**src/rtl/core/ps2_scan_code_decoder_core_macros.svh**
```systemverilog
// Assertion macros shared by the scan code decoder RTL.
`ifndef PS2_SCAN_CODE_DECODER_CORE_MACROS_SVH
`define PS2_SCAN_CODE_DECODER_CORE_MACROS_SVH

// The consequent must hold in the same cycle as the antecedent.
`define PS2D_ASSERT_SAME(label, clk, rst_n, ante, cons, msg) \
	label: assert property (@(posedge clk) disable iff (!(rst_n)) (ante) |-> (cons)) \
		else $error(msg);

// The consequent must hold in the cycle after the antecedent.
`define PS2D_ASSERT_NEXT(label, clk, rst_n, ante, cons, msg) \
	label: assert property (@(posedge clk) disable iff (!(rst_n)) (ante) |=> (cons)) \
		else $error(msg);

`endif

```
**src/rtl/core/ps2d_pkg.sv**
```systemverilog
// Types, prefix codes and the set 1 to set 2 table of the scan code decoder.
package ps2d_pkg;

	typedef logic [7:0]  byte_t;
	typedef logic [15:0] code_t;

	// Sequence state of the prefix decoder.
	typedef struct packed {
		logic       waiting;
		logic [1:0] remaining;
		logic       released;
		logic       extended;
		code_t      code;
	} seq_t;

	localparam byte_t PREFIX_RELEASE = 8'hF0;
	localparam byte_t PREFIX_EXT1    = 8'hE0;
	localparam byte_t PREFIX_EXT2    = 8'hE1;
	localparam byte_t BYTE_NONE      = 8'h00;
	localparam code_t PAUSE_CODE     = 16'h1477;
	localparam code_t PAUSE_FOLD     = 16'h0077;
	localparam code_t EXT_OFFSET     = 16'h0080;

	localparam seq_t SEQ_CLEAR = '{waiting: 1'b0, remaining: 2'd1, released: 1'b0,
		extended: 1'b0, code: 16'h0000};

	// Set 1 make code (low seven bits) to set 2 make code.
	localparam byte_t SET1_TO_SET2 [128] = '{
		8'h00, 8'h76, 8'h16, 8'h1e, 8'h26, 8'h25, 8'h2e, 8'h36,
		8'h3d, 8'h3e, 8'h46, 8'h45, 8'h4e, 8'h55, 8'h66, 8'h0d,
		8'h15, 8'h1d, 8'h24, 8'h2d, 8'h2c, 8'h35, 8'h3c, 8'h43,
		8'h44, 8'h4d, 8'h54, 8'h5b, 8'h5a, 8'h14, 8'h1c, 8'h1b,
		8'h23, 8'h2b, 8'h34, 8'h33, 8'h3b, 8'h42, 8'h4b, 8'h4c,
		8'h52, 8'h0e, 8'h12, 8'h5d, 8'h1a, 8'h22, 8'h21, 8'h2a,
		8'h32, 8'h31, 8'h3a, 8'h41, 8'h49, 8'h4a, 8'h59, 8'h7c,
		8'h11, 8'h29, 8'h58, 8'h05, 8'h06, 8'h04, 8'h0c, 8'h03,
		8'h0b, 8'h02, 8'h0a, 8'h01, 8'h09, 8'h77, 8'h7e, 8'h6c,
		8'h75, 8'h7d, 8'h7b, 8'h6b, 8'h73, 8'h74, 8'h79, 8'h69,
		8'h72, 8'h7a, 8'h70, 8'h71, 8'h7f, 8'h60, 8'h61, 8'h78,
		8'h07, 8'h0f, 8'h17, 8'h1f, 8'h27, 8'h2f, 8'h37, 8'h3f,
		8'h47, 8'h4f, 8'h56, 8'h5e, 8'h08, 8'h10, 8'h18, 8'h20,
		8'h28, 8'h30, 8'h38, 8'h40, 8'h48, 8'h50, 8'h57, 8'h6f,
		8'h13, 8'h19, 8'h39, 8'h51, 8'h53, 8'h5c, 8'h5f, 8'h62,
		8'h63, 8'h64, 8'h65, 8'h67, 8'h68, 8'h6a, 8'h6d, 8'h6e
	};

endpackage

```
**src/rtl/core/ps2d_cfg_if.sv**
```systemverilog
// Configuration write channel carrying the translated mode bit.
interface ps2d_cfg_if;
	logic valid;
	logic ready;
	logic translated_mode;

	modport source (output valid, output translated_mode, input ready);
	modport sink (input valid, input translated_mode, output ready);
endinterface

```
**src/rtl/core/ps2d_byte_if.sv**
```systemverilog
// Input channel carrying one raw keyboard byte per item.
interface ps2d_byte_if;
	import ps2d_pkg::*;

	logic  valid;
	logic  ready;
	byte_t scan_byte;

	modport source (output valid, output scan_byte, input ready);
	modport sink (input valid, input scan_byte, output ready);
endinterface

```
**src/rtl/core/ps2d_key_if.sv**
```systemverilog
// Output channel carrying one decoded key event per item.
interface ps2d_key_if;
	import ps2d_pkg::*;

	logic  valid;
	logic  ready;
	code_t key_code;
	logic  key_released;

	modport source (output valid, output key_code, output key_released, input ready);
	modport sink (input valid, input key_code, input key_released, output ready);
endinterface

```
**src/rtl/core/ps2_scan_code_decoder_core.sv**
```systemverilog
// Top level of the PS/2 scan code set 2 decoder.
`include "ps2_scan_code_decoder_core_macros.svh"

// The decoder takes one raw keyboard byte per item on the scan channel and
// produces at most one key event per item on the key channel: a 16-bit key
// code (extended codes offset by 0x80, the extended pause code 0x1477 folded
// to 0x77 first) and a release flag. Prefix bytes (0xF0, 0xE0, 0xE1) and zero
// bytes produce no event. With translated_mode set, bytes other than 0xE0 and
// 0xE1 are first mapped back from set 1 to set 2, and a set 1 break byte acts
// as an 0xF0 prefix followed by its make code. The block sustains one item per
// clock cycle while the key channel does not stall it. A byte that completes a
// sequence passes through the input register and then the result register,
// which holds its event until the sink takes it. The throughput is set by
// the single sequence state register, which is read and updated once per
// byte. The cfg channel is always ready and should only be written while no
// byte is in flight.
module ps2_scan_code_decoder_core (
	input logic          clk,
	input logic          arst_n,
	ps2d_cfg_if.sink     cfg,
	ps2d_byte_if.sink    scan,
	ps2d_key_if.source   key
);
	import ps2d_pkg::*;

	logic  mode_q;

	// Input register stage.
	logic  valid_s1;
	byte_t byte_s1;
	logic  go_s1;

	// Sequence state and its next value.
	seq_t  seq_q;
	seq_t  seq_next;

	// Result register stage.
	logic  valid_s2;
	code_t code_s2;
	logic  released_s2;

	// Combinational decode results.
	logic  pre_release;
	byte_t data_byte;
	seq_t  seq_pre;
	logic  emit;
	code_t emit_code;
	code_t folded;
	logic  emit_released;

	// The configuration register takes a write on any cycle.
	assign cfg.ready = 1'b1;

	always_ff @(posedge clk or negedge arst_n) begin
		if (!arst_n) begin
			mode_q <= 1'b0;
		end else if (cfg.valid) begin
			mode_q <= cfg.translated_mode;
		end
	end

	// The input register moves on whenever the result register is free or
	// being emptied in this cycle, so a byte can enter on every cycle.
	assign go_s1      = valid_s1 && (!valid_s2 || key.ready);
	assign scan.ready = !valid_s1 || go_s1;

	always_ff @(posedge clk or negedge arst_n) begin
		if (!arst_n) begin
			valid_s1 <= 1'b0;
		end else if (scan.ready) begin
			valid_s1 <= scan.valid;
		end
	end

	always_ff @(posedge clk) begin
		if (scan.ready && scan.valid) begin
			byte_s1 <= scan.scan_byte;
		end
	end

	// Untranslation: in set 1 mode every byte except the two extended
	// prefixes goes through the table, and a break byte first injects a
	// release prefix.
	always_comb begin
		pre_release = 1'b0;
		data_byte   = byte_s1;
		if (mode_q && (byte_s1 != PREFIX_EXT1) && (byte_s1 != PREFIX_EXT2)) begin
			pre_release = byte_s1[7];
			data_byte   = SET1_TO_SET2[byte_s1[6:0]];
		end
	end

	// Prefix decoder. A zero data byte changes nothing beyond an injected release
	// prefix, which also covers a set 1 byte whose table entry is empty.
	always_comb begin
		seq_pre = seq_q;
		if (pre_release) begin
			seq_pre.released = 1'b1;
			seq_pre.waiting  = 1'b1;
		end

		seq_next      = seq_pre;
		emit          = 1'b0;
		emit_code     = seq_pre.code;
		emit_released = seq_pre.released;
		folded        = seq_pre.code;

		if (data_byte == BYTE_NONE) begin
			seq_next = seq_pre;
		end else if (data_byte == PREFIX_RELEASE) begin
			seq_next.released = 1'b1;
			seq_next.waiting  = 1'b1;
		end else if (data_byte == PREFIX_EXT1) begin
			seq_next.remaining = 2'd1;
			seq_next.extended  = 1'b1;
			seq_next.waiting   = 1'b1;
		end else if (data_byte == PREFIX_EXT2) begin
			seq_next.remaining = 2'd2;
			seq_next.extended  = 1'b1;
			seq_next.waiting   = 1'b1;
		end else begin
			// Data byte: shift it in and count down; the count wraps in
			// two bits should it ever start at zero.
			seq_next.remaining = seq_pre.remaining - 2'd1;
			seq_next.code      = {seq_pre.code[7:0], data_byte};
			if (seq_next.remaining != 2'd0) begin
				seq_next.waiting = 1'b1;
			end else begin
				folded = (seq_next.code == PAUSE_CODE) ? PAUSE_FOLD : seq_next.code;
				emit          = 1'b1;
				emit_code     = seq_pre.extended ? (folded + EXT_OFFSET) : seq_next.code;
				emit_released = seq_pre.released;
				seq_next      = SEQ_CLEAR;
			end
		end
	end

	always_ff @(posedge clk or negedge arst_n) begin
		if (!arst_n) begin
			seq_q <= SEQ_CLEAR;
		end else if (go_s1) begin
			seq_q <= seq_next;
		end
	end

	// Result register: holds a finished event until the sink takes it.
	always_ff @(posedge clk or negedge arst_n) begin
		if (!arst_n) begin
			valid_s2 <= 1'b0;
		end else if (go_s1) begin
			valid_s2 <= emit;
		end else if (key.ready) begin
			valid_s2 <= 1'b0;
		end
	end

	always_ff @(posedge clk) begin
		if (go_s1 && emit) begin
			code_s2     <= emit_code;
			released_s2 <= emit_released;
		end
	end

	assign key.valid        = valid_s2;
	assign key.key_code     = code_s2;
	assign key.key_released = released_s2;

	// When no sequence is open the state must be fully cleared.
	`PS2D_ASSERT_SAME(a_idle_clear, clk, arst_n, !seq_q.waiting,
		(seq_q == SEQ_CLEAR), "idle sequence state is not cleared")

	// The byte count only ever holds one or two.
	`PS2D_ASSERT_SAME(a_remaining_range, clk, arst_n, 1'b1,
		(seq_q.remaining == 2'd1 || seq_q.remaining == 2'd2),
		"byte count left its legal range")

	// A completed sequence always shows up on the output next cycle.
	`PS2D_ASSERT_NEXT(a_emit_shown, clk, arst_n, go_s1 && emit,
		valid_s2, "completed key event was not registered")

	// A byte held in the input register is never dropped or altered.
	`PS2D_ASSERT_NEXT(a_s1_hold, clk, arst_n, valid_s1 && !go_s1,
		valid_s1 && $stable(byte_s1), "stalled input byte was lost")

endmodule

```
**src/flat_wrapper.sv**
```systemverilog
// flat-port wrapper written by rule: the top's interface ports become plain ports
module ps2_scan_code_decoder_core_flat import ps2d_pkg::*;
  (clk, arst_n, cfg_valid, cfg_translated_mode, cfg_ready, scan_valid, scan_scan_byte, scan_ready, key_valid, key_key_code, key_key_released, key_ready);
  ps2d_cfg_if cfg_i ();
  ps2d_byte_if scan_i ();
  ps2d_key_if key_i ();
  input logic clk;
  input logic arst_n;
  input wire logic [$bits(cfg_i.valid)-1:0] cfg_valid;
  input wire logic [$bits(cfg_i.translated_mode)-1:0] cfg_translated_mode;
  output wire logic [$bits(cfg_i.ready)-1:0] cfg_ready;
  input wire logic [$bits(scan_i.valid)-1:0] scan_valid;
  input wire logic [$bits(scan_i.scan_byte)-1:0] scan_scan_byte;
  output wire logic [$bits(scan_i.ready)-1:0] scan_ready;
  output wire logic [$bits(key_i.valid)-1:0] key_valid;
  output wire logic [$bits(key_i.key_code)-1:0] key_key_code;
  output wire logic [$bits(key_i.key_released)-1:0] key_key_released;
  input wire logic [$bits(key_i.ready)-1:0] key_ready;
  assign cfg_i.valid = cfg_valid;
  assign cfg_i.translated_mode = cfg_translated_mode;
  assign cfg_ready = cfg_i.ready;
  assign scan_i.valid = scan_valid;
  assign scan_i.scan_byte = scan_scan_byte;
  assign scan_ready = scan_i.ready;
  assign key_valid = key_i.valid;
  assign key_key_code = key_i.key_code;
  assign key_key_released = key_i.key_released;
  assign key_i.ready = key_ready;
  ps2_scan_code_decoder_core u_core (.clk(clk), .arst_n(arst_n), .cfg(cfg_i), .scan(scan_i), .key(key_i));
endmodule
```
**config.mk**
```make
export PLATFORM = sky130hd
export DESIGN_NAME = ps2_scan_code_decoder_core_flat
export DESIGN_NICKNAME = d
export VERILOG_FILES = /design/src/rtl/core/ps2d_pkg.sv /design/src/rtl/core/ps2d_cfg_if.sv /design/src/rtl/core/ps2d_byte_if.sv /design/src/rtl/core/ps2d_key_if.sv /design/src/rtl/core/ps2_scan_code_decoder_core.sv /design/src/flat_wrapper.sv
export VERILOG_INCLUDE_DIRS = /design/src /design/src/rtl/core
export SDC_FILE = /design/constraint.sdc
export NUM_CORES = 1
export LEC_CHECK = 0
export ABC_AREA = 1
export BUFFER_PORTS_ARGS = -buffer_cell sky130_fd_sc_hd__buf_2
export CORE_ASPECT_RATIO = 0.8
export CORE_MARGIN = 4
export CORE_UTILIZATION = 55
export CTS_BUF_LIST = sky130_fd_sc_hd__clkbuf_2
export DETAILED_ROUTE_END_ITERATION = 12
export PLACE_DENSITY = 0.8
export SKIP_LAST_GASP = 1
export SLEW_MARGIN = 15
export SYNTH_ARGS = -nofsm -noshare
export SYNTH_HDL_FRONTEND = slang
export SYNTH_SLANG_ARGS = --single-unit
```
**constraint.sdc**
```tcl
create_clock -name clk -period 3.7 [get_ports clk]
set_input_delay 0.555 -clock clk [delete_from_list [all_inputs] [get_ports clk]]
set_output_delay 0.555 -clock clk [all_outputs]
set_load 0.03 [all_outputs]
```
==> impl_metrics.py, run 1 <==
metrics = {
    "timing": {
        "setup_tns_ps": 0,
        "finalHoldViolCount": 0,
        "worst_pin_slew_ps": 565,
        "drv_slew": 0,
        "rsz0062_at_grt": "false",
        "period_share_pct": 89.9,
        "fin_skew_ps": 39.1,
        "setup_viol": 0,
        "period_needed_ps": 3330,
        "max_freq_mhz": 301,
        "relSlewSlack_pct": 62.3,
    },
    "synth": {
        "synth_flop_cell": "edfxtp_1",
        "synthMuxAreaShare_pct": 0,
        "synth_top_cell_area_share_pct": 21.5,
        "syn-num-nets": 623,
        "synth_compound_area_share_pct": 8.58,
        "synth_seq_area_share_pct": 33.3,
        "yosysWarnings": 0,
        "yosysTopAreaCell": "nand2_1",
        "synth_seq_cells": 48,
        "yosys.area_share.xor_xnor_pct": 0.660,
        "synth-simple-area-share_pct": 43.1,
        "synthCells": 595,
        "synthAdderAreaFrac_pct": 4.40,
        "synth.avg_cell_area_sq_um": 6.69,
        "synthArstFlopShare_pct": 47.9,
        "synth-edff-count": 25,
        "synth.area.top_cells": "nand2_1, edfxtp_1, dfrtp_1",
        "ys_types": 41,
        "syn_area_sq_mm": 0.00398,
        "synth_top_family_by_area": "simple AND/OR/NAND/NOR gates",
    },
    "drt": {
        "drc": 0,
        "avgRoutedWirePerCell_microns": 16.2,
        "drt-pass1-iter-count": 8,
        "ant_nets": 0,
        "wl_microns": 11400,
        "first_iter_violations": 546,
        "via_per_inst": 5.76,
        "vias": 4081,
    },
    "status": {
        "status": "finished, final reports clean",
    },
    "worst_setup_path": {
        "cp_max_fo": 18,
        "worstPathArrival_ps": 3460,
        "worstSetupStartpointType": "flop",
        "cp.required_ps": 3830,
        "cp-end-kind": "flop",
        "reg2reg_depth": 18,
        "path_class": "flop to flop",
    },
    "placed_design": {
        "io_buffers": 32,
        "place_inst": 700,
        "dp_hpwl_microns": 8670,
        "place_area_sq_mm": 0.00416,
        "routabilityCongestion": 1.03,
    },
    "layout": {
        "post-route-util_pct": 60.8,
        "drive_gt1_share_pct": 13.7,
        "finish.instance_area_sq_mm": 0.00423,
        "fin_nets": 648,
        "final_cell_mix": "nand2_1, nand3_1, inv_1, nor2_1, buf_2",
        "finalNonFillerCells": 708,
        "area_delta_synth_final_pct": 6.32,
        "final_common_cell": "nand2_1",
        "num_antenna_cells": 0,
    },
    "global_routing": {
        "grt_max_degree": 33,
        "grt_overflow_total": 0,
        "grt_pass1_wl_microns": 19200,
        "track_usage_pct": 27.8,
        "antenna_found_initial": 0,
        "grt_pass1_vias": 3789,
    },
    "floorplanning": {
        "die_h_microns": 84.1,
        "die_width_microns": 103,
        "start_util_pct": 57.2,
        "num_rows": 27,
        "core_area_sq_mm": 0.00696,
        "die_area_sq_mm": 0.00867,
        "io_pins": 34,
    },
    "run": {
        "maxCapViolCount": 0,
    },
    "clock_network": {
        "cts_buffers": 5,
        "cts_tree": "done",
        "cts_num_sinks": 48,
        "ctsRootBufferMaster": "clkbuf_2",
        "cts_buffer_depth": 2,
        "h-tree-depth": 2,
        "clk_pin_slew_worst_paths_ps": 270,
        "clk_latency_ps": 440,
    },
    "power": {
        "p_leak_nw": 2.12,
        "power_density_mw_per_mm2": 572,
        "peakVddDrop_v": 0.000466,
    },
    "min_path": {
        "hp-class": "primary input to async pin",
    },
}
==> flip-flops by register name, indices dropped and copies added (netlist names) <==
register                 flops
u_core.seq_q                 1
u_core.mode_q                1
u_core.byte_s1               8
u_core.key.valid             1
u_core.key.key_released      1
u_core.key.key_code         16
u_core.valid_s1              1
u_core.seq_pre              19
==> worst max-delay path: stages, from the launching register on <==
cell      delay, ps
edfxtp_1        430
inv_1           280
ha_1            390
inv_1           150
nand2_1         130
nand3_1         130
nand3_1          90
nand3_1         100
nand3_1         100
nand2_1          70
nand2_1          80
nand2_1         140
inv_1            50
nand2_1         110
nor2_1           90
nor2_1          170
nand2_1         120
nor2_1          120
buf_4           270
==> Yosys cell counts (all sizes together), types with 3 or more instances <==
cell	n
a21oi	15
buf	20
clkbuf	4
dfrtp	22
edfxtp	25
ha	14
inv	57
nand2	235
nand3	75
nand4	5
nor2	56
nor3	8
nor4	3
o21ai	43
xor2	3
==> kinds of logic (layout without fill, tap and decap cells) <==
kind of cell | Yosys count | after routing
adder cells (fa/ha/maj) | 14 | 14
XOR/XNOR | 3 | 3
AO/OA/AOI/OAI | 62 | 62
AND/OR/NAND/NOR | 385 | 385
flip-flops | 48 | 48
buffers and inverters | 82 | 108
other | 1 | 1
==> layer usage <==
layer  GRT usage, %  vias up  wire length, microns
li1               -     1957                     -
met1           44.1     1855                  5240
met2           37.4      246                  4660
met3           8.19       23                  1410
met4           5.18        0                   134
met5              0        -                     0
==> power by group <==
group          switching, mW  total (mW)  internal (mW)
Sequential             0.136       0.915          0.778
Combinational          0.852        1.22          0.363
Clock                  0.176       0.290          0.113
==> worst paths after layout <==
| kind | from | endpoint | slack (ps) |
|---|---|---|---|
| setup / recovery | u_core.byte_s1[1] | u_core.key.key_code[4] | 370 |
| hold / removal | arst_n | u_core.seq_pre[11] | 30 |
| setup reg to reg | u_core.byte_s1[1] | u_core.key.key_code[4] | 370 |
| hold reg to reg | u_core.seq_pre[18] | u_core.seq_pre[18] | 510 |
| max in group asynchronous | arst_n | u_core.seq_pre[9] | 3260 |
| min in group clk | scan_scan_byte[6] | u_core.byte_s1[6] | 290 |
==> cell type report <==
cell class              count  area [sq um]
multi-input cells         465          2260
repair buffers             42           248
fillers                   651          2730
flip-flops and latches     48          1330
inverters                  58           218
clock buffers               5          25.0
well taps                  87           109
clock inverters             3          42.5
==> repair_timing <==
item                                    4_1_cts  5_1_grt
hold buffers                                  0        0
endpoints found under the setup margin        0        9
resized for setup                             0        1
setup buffers                                 0        0
==> per-stage QoR <==
step	hold slack [ps]	worst slack [ps]	total power [mW]
2_1_floorplan	259	311	1.82
3_3_place_gp	468	420	2.11
3_5_place_dp	479	423	2.11
4_1_cts	52.0	381	2.40
5_1_grt	51.0	64.7	2.60
6_report	31.1	374	2.42
Power figures use the tool's default switching activity.
==> inputs of run 2 (changes only) <==
Clock period 3.7 ns to 3.5 ns, I/O delays scaled along.
==> run 2 against run 1 <==
Net effect:
- count of clock-buffer cells in the layout did not move
- clock power decreased by 22%
- clock skew is 11 ps lower
- sequential cell count unchanged
- critical path type unchanged
- via count is 0.64% higher
==> impl_metrics.py, run 2 (synthesized netlist as in run 1, its figures left out) <==
metrics = {
    "power": {
        "comb_power_share_pct": 52.1,
        "p_clk_share_pct": 9.1,
        "power_density_mw_per_mm2": 581,
        "p_leak_nw": 2.13,
        "peakVddDrop_v": 0.000451,
        "p_total_mw": 2.48,
        "seq_power_share_pct": 38.8,
        "p_switching_mw": 1.22,
        "p_sw_share_pct": 49.1,
        "internal-power_mw": 1.26,
    },
    "min_path": {
        "hp-class": "primary input to async pin",
    },
    "floorplanning": {
        "core_area_sq_mm": 0.00696,
        "die_h_microns": 84.1,
        "start_util_pct": 57.2,
        "io_pins": 34,
        "die_area_sq_mm": 0.00867,
        "die_width_microns": 103,
        "num_rows": 27,
    },
    "drt": {
        "wl_met3_microns": 1480,
        "wl_met1_microns": 5360,
        "drt-pass1-iter-count": 5,
        "via_per_inst": 5.74,
        "met2_length_microns": 4610,
        "drc": 0,
        "first_iter_violations": 588,
        "wl_microns": 11500,
        "avgRoutedWirePerCell_microns": 16.1,
        "vias": 4107,
        "maxUsedRoutingLayer": "met4",
        "ant_nets": 0,
    },
    "timing": {
        "whs_ps": 31.5,
        "finalHoldViolCount": 0,
        "relSlewSlack_pct": 64.6,
        "setup_viol": 0,
        "period_needed_ps": 3270,
        "period_share_pct": 93.4,
        "worst_pin_slew_ps": 532,
        "max_freq_mhz": 306,
        "fin_ws_ps": 232,
        "fin_skew_ps": 28.0,
        "drv_slew": 0,
    },
    "clock_network": {
        "cts_num_sinks": 48,
        "h-tree-depth": 2,
        "clk_pin_slew_worst_paths_ps": 250,
        "cts_buffer_depth": 2,
        "ctsRootBufferMaster": "clkbuf_2",
        "cts_tree": "done",
        "cts_buffers": 5,
        "clk_latency_ps": 410,
    },
    "worst_setup_path": {
        "worstSetupStartpointType": "flop",
        "crit_path_start": "u_core.byte_s1[0]",
        "cp.required_ps": 3620,
        "path_class": "flop to flop",
        "rrSetupSlack_ps": 230,
        "cp_max_fo": 18,
        "r2r-end": "u_core.key.key_released",
        "cp-endpoint": "u_core.key.key_released",
        "worstPathArrival_ps": 3390,
        "r2r-start": "u_core.byte_s1[0]",
        "cp-end-kind": "flop",
        "reg2reg_depth": 16,
    },
    "placed_design": {
        "preCtsSetupSlack_ps": 230,
        "io_buffers": 32,
        "place_area_sq_mm": 0.00417,
        "dp_hpwl_microns": 8890,
        "routabilityCongestion": 0.992,
    },
    "global_routing": {
        "grt_overflow_total": 0,
        "grt_pass1_wl_microns": 19200,
        "grt_pass1_vias": 3721,
        "grt_max_degree": 33,
        "antenna_found_initial": 0,
        "track_usage_pct": 27.9,
    },
    "layout": {
        "fillers": 666,
        "num_antenna_cells": 0,
        "multi_input_area_sq_mm": 0.00228,
        "final_common_cell": "nand2_1",
        "register_area_sq_mm": 0.00133,
        "fin_nets": 655,
        "final_cell_mix": "nand2_1, nand3_1, inv_1, nor2_1, buf_2",
        "drive_gt1_share_pct": 15.1,
        "area_delta_synth_final_pct": 7.29,
        "post-route-util_pct": 61.4,
        "largest_reg_flops": 19,
        "finish.instance_area_sq_mm": 0.00427,
    },
    "run": {
        "maxCapViolCount": 0,
    },
    "status": {
        "status": "finished, final reports clean",
    },
}
==> run 2: routing by layer <==
metal	vias up	track usage, %
met5	-	0
met4	0	3.41
met3	12	5.60
met2	259	38.3
met1	1852	45.8
li1	1984	-
==> run 2: final cells by class <==
type | instances | area share [%]
tap | 87 | 2.55
timing repair buffer | 49 | 6.82
inverter | 58 | 5.27
clock inverter | 3 | 0.381
sequential | 48 | 31.1
clock buffer | 5 | 0.586
multi-input combinational | 465 | 53.3
==> run 2: timing repair <==
action                                  4_1_cts  5_1_grt
endpoints found under the setup margin        0       23
setup buffers                                 0        5
resized for setup                             0        8
hold buffers                                  0        0
endpoints found under the hold margin         0        0
==> run 2: through the flow <==
step                setup TNS [ps]  instances
floorplan                        0        595
global route                 -43.4        715
detailed placement               0        702
finish                           0        715
CTS                              0        710
global placement                 0        702
==> run 2: critical path: stages (launching register included) <==
cell and delay, ps:
edfxtp_1 460, clkinvlp_4 240, ha_2 400, nand3_1 190
nand3_1 100, nand2_1 100, nand3_1 70, nand3_1 180
inv_1 60, nor2_1 270, nor2_1 120, nand3_1 80
nor2_1 70, nor2_1 180, nand2_1 120, nor2_1 130
buf_6 220
==> run 2: worst min path at each step <==
| stage | to | slack [ps] |
|---|---|---|
| floorplan | u_core.key.valid | 230 |
| global placement | u_core.seq_pre[14] | 470 |
| detailed placement | u_core.seq_pre[11] | 480 |
| CTS | u_core.seq_pre[12] | 30 |
| global route | u_core.seq_pre[12] | 20 |
| finish | u_core.seq_pre[11] | 30 |
==> run 2: power by group through the flow <==
stage	clock network (mW)	registers (mW)	logic, mW
after CTS	0.237	0.956	1.26
final	0.225	0.963	1.29
after global routing	0.260	0.984	1.45
after detailed placement	0	0.970	1.25
after floorplan	0	1.06	0.865
after global placement	0	0.959	1.24
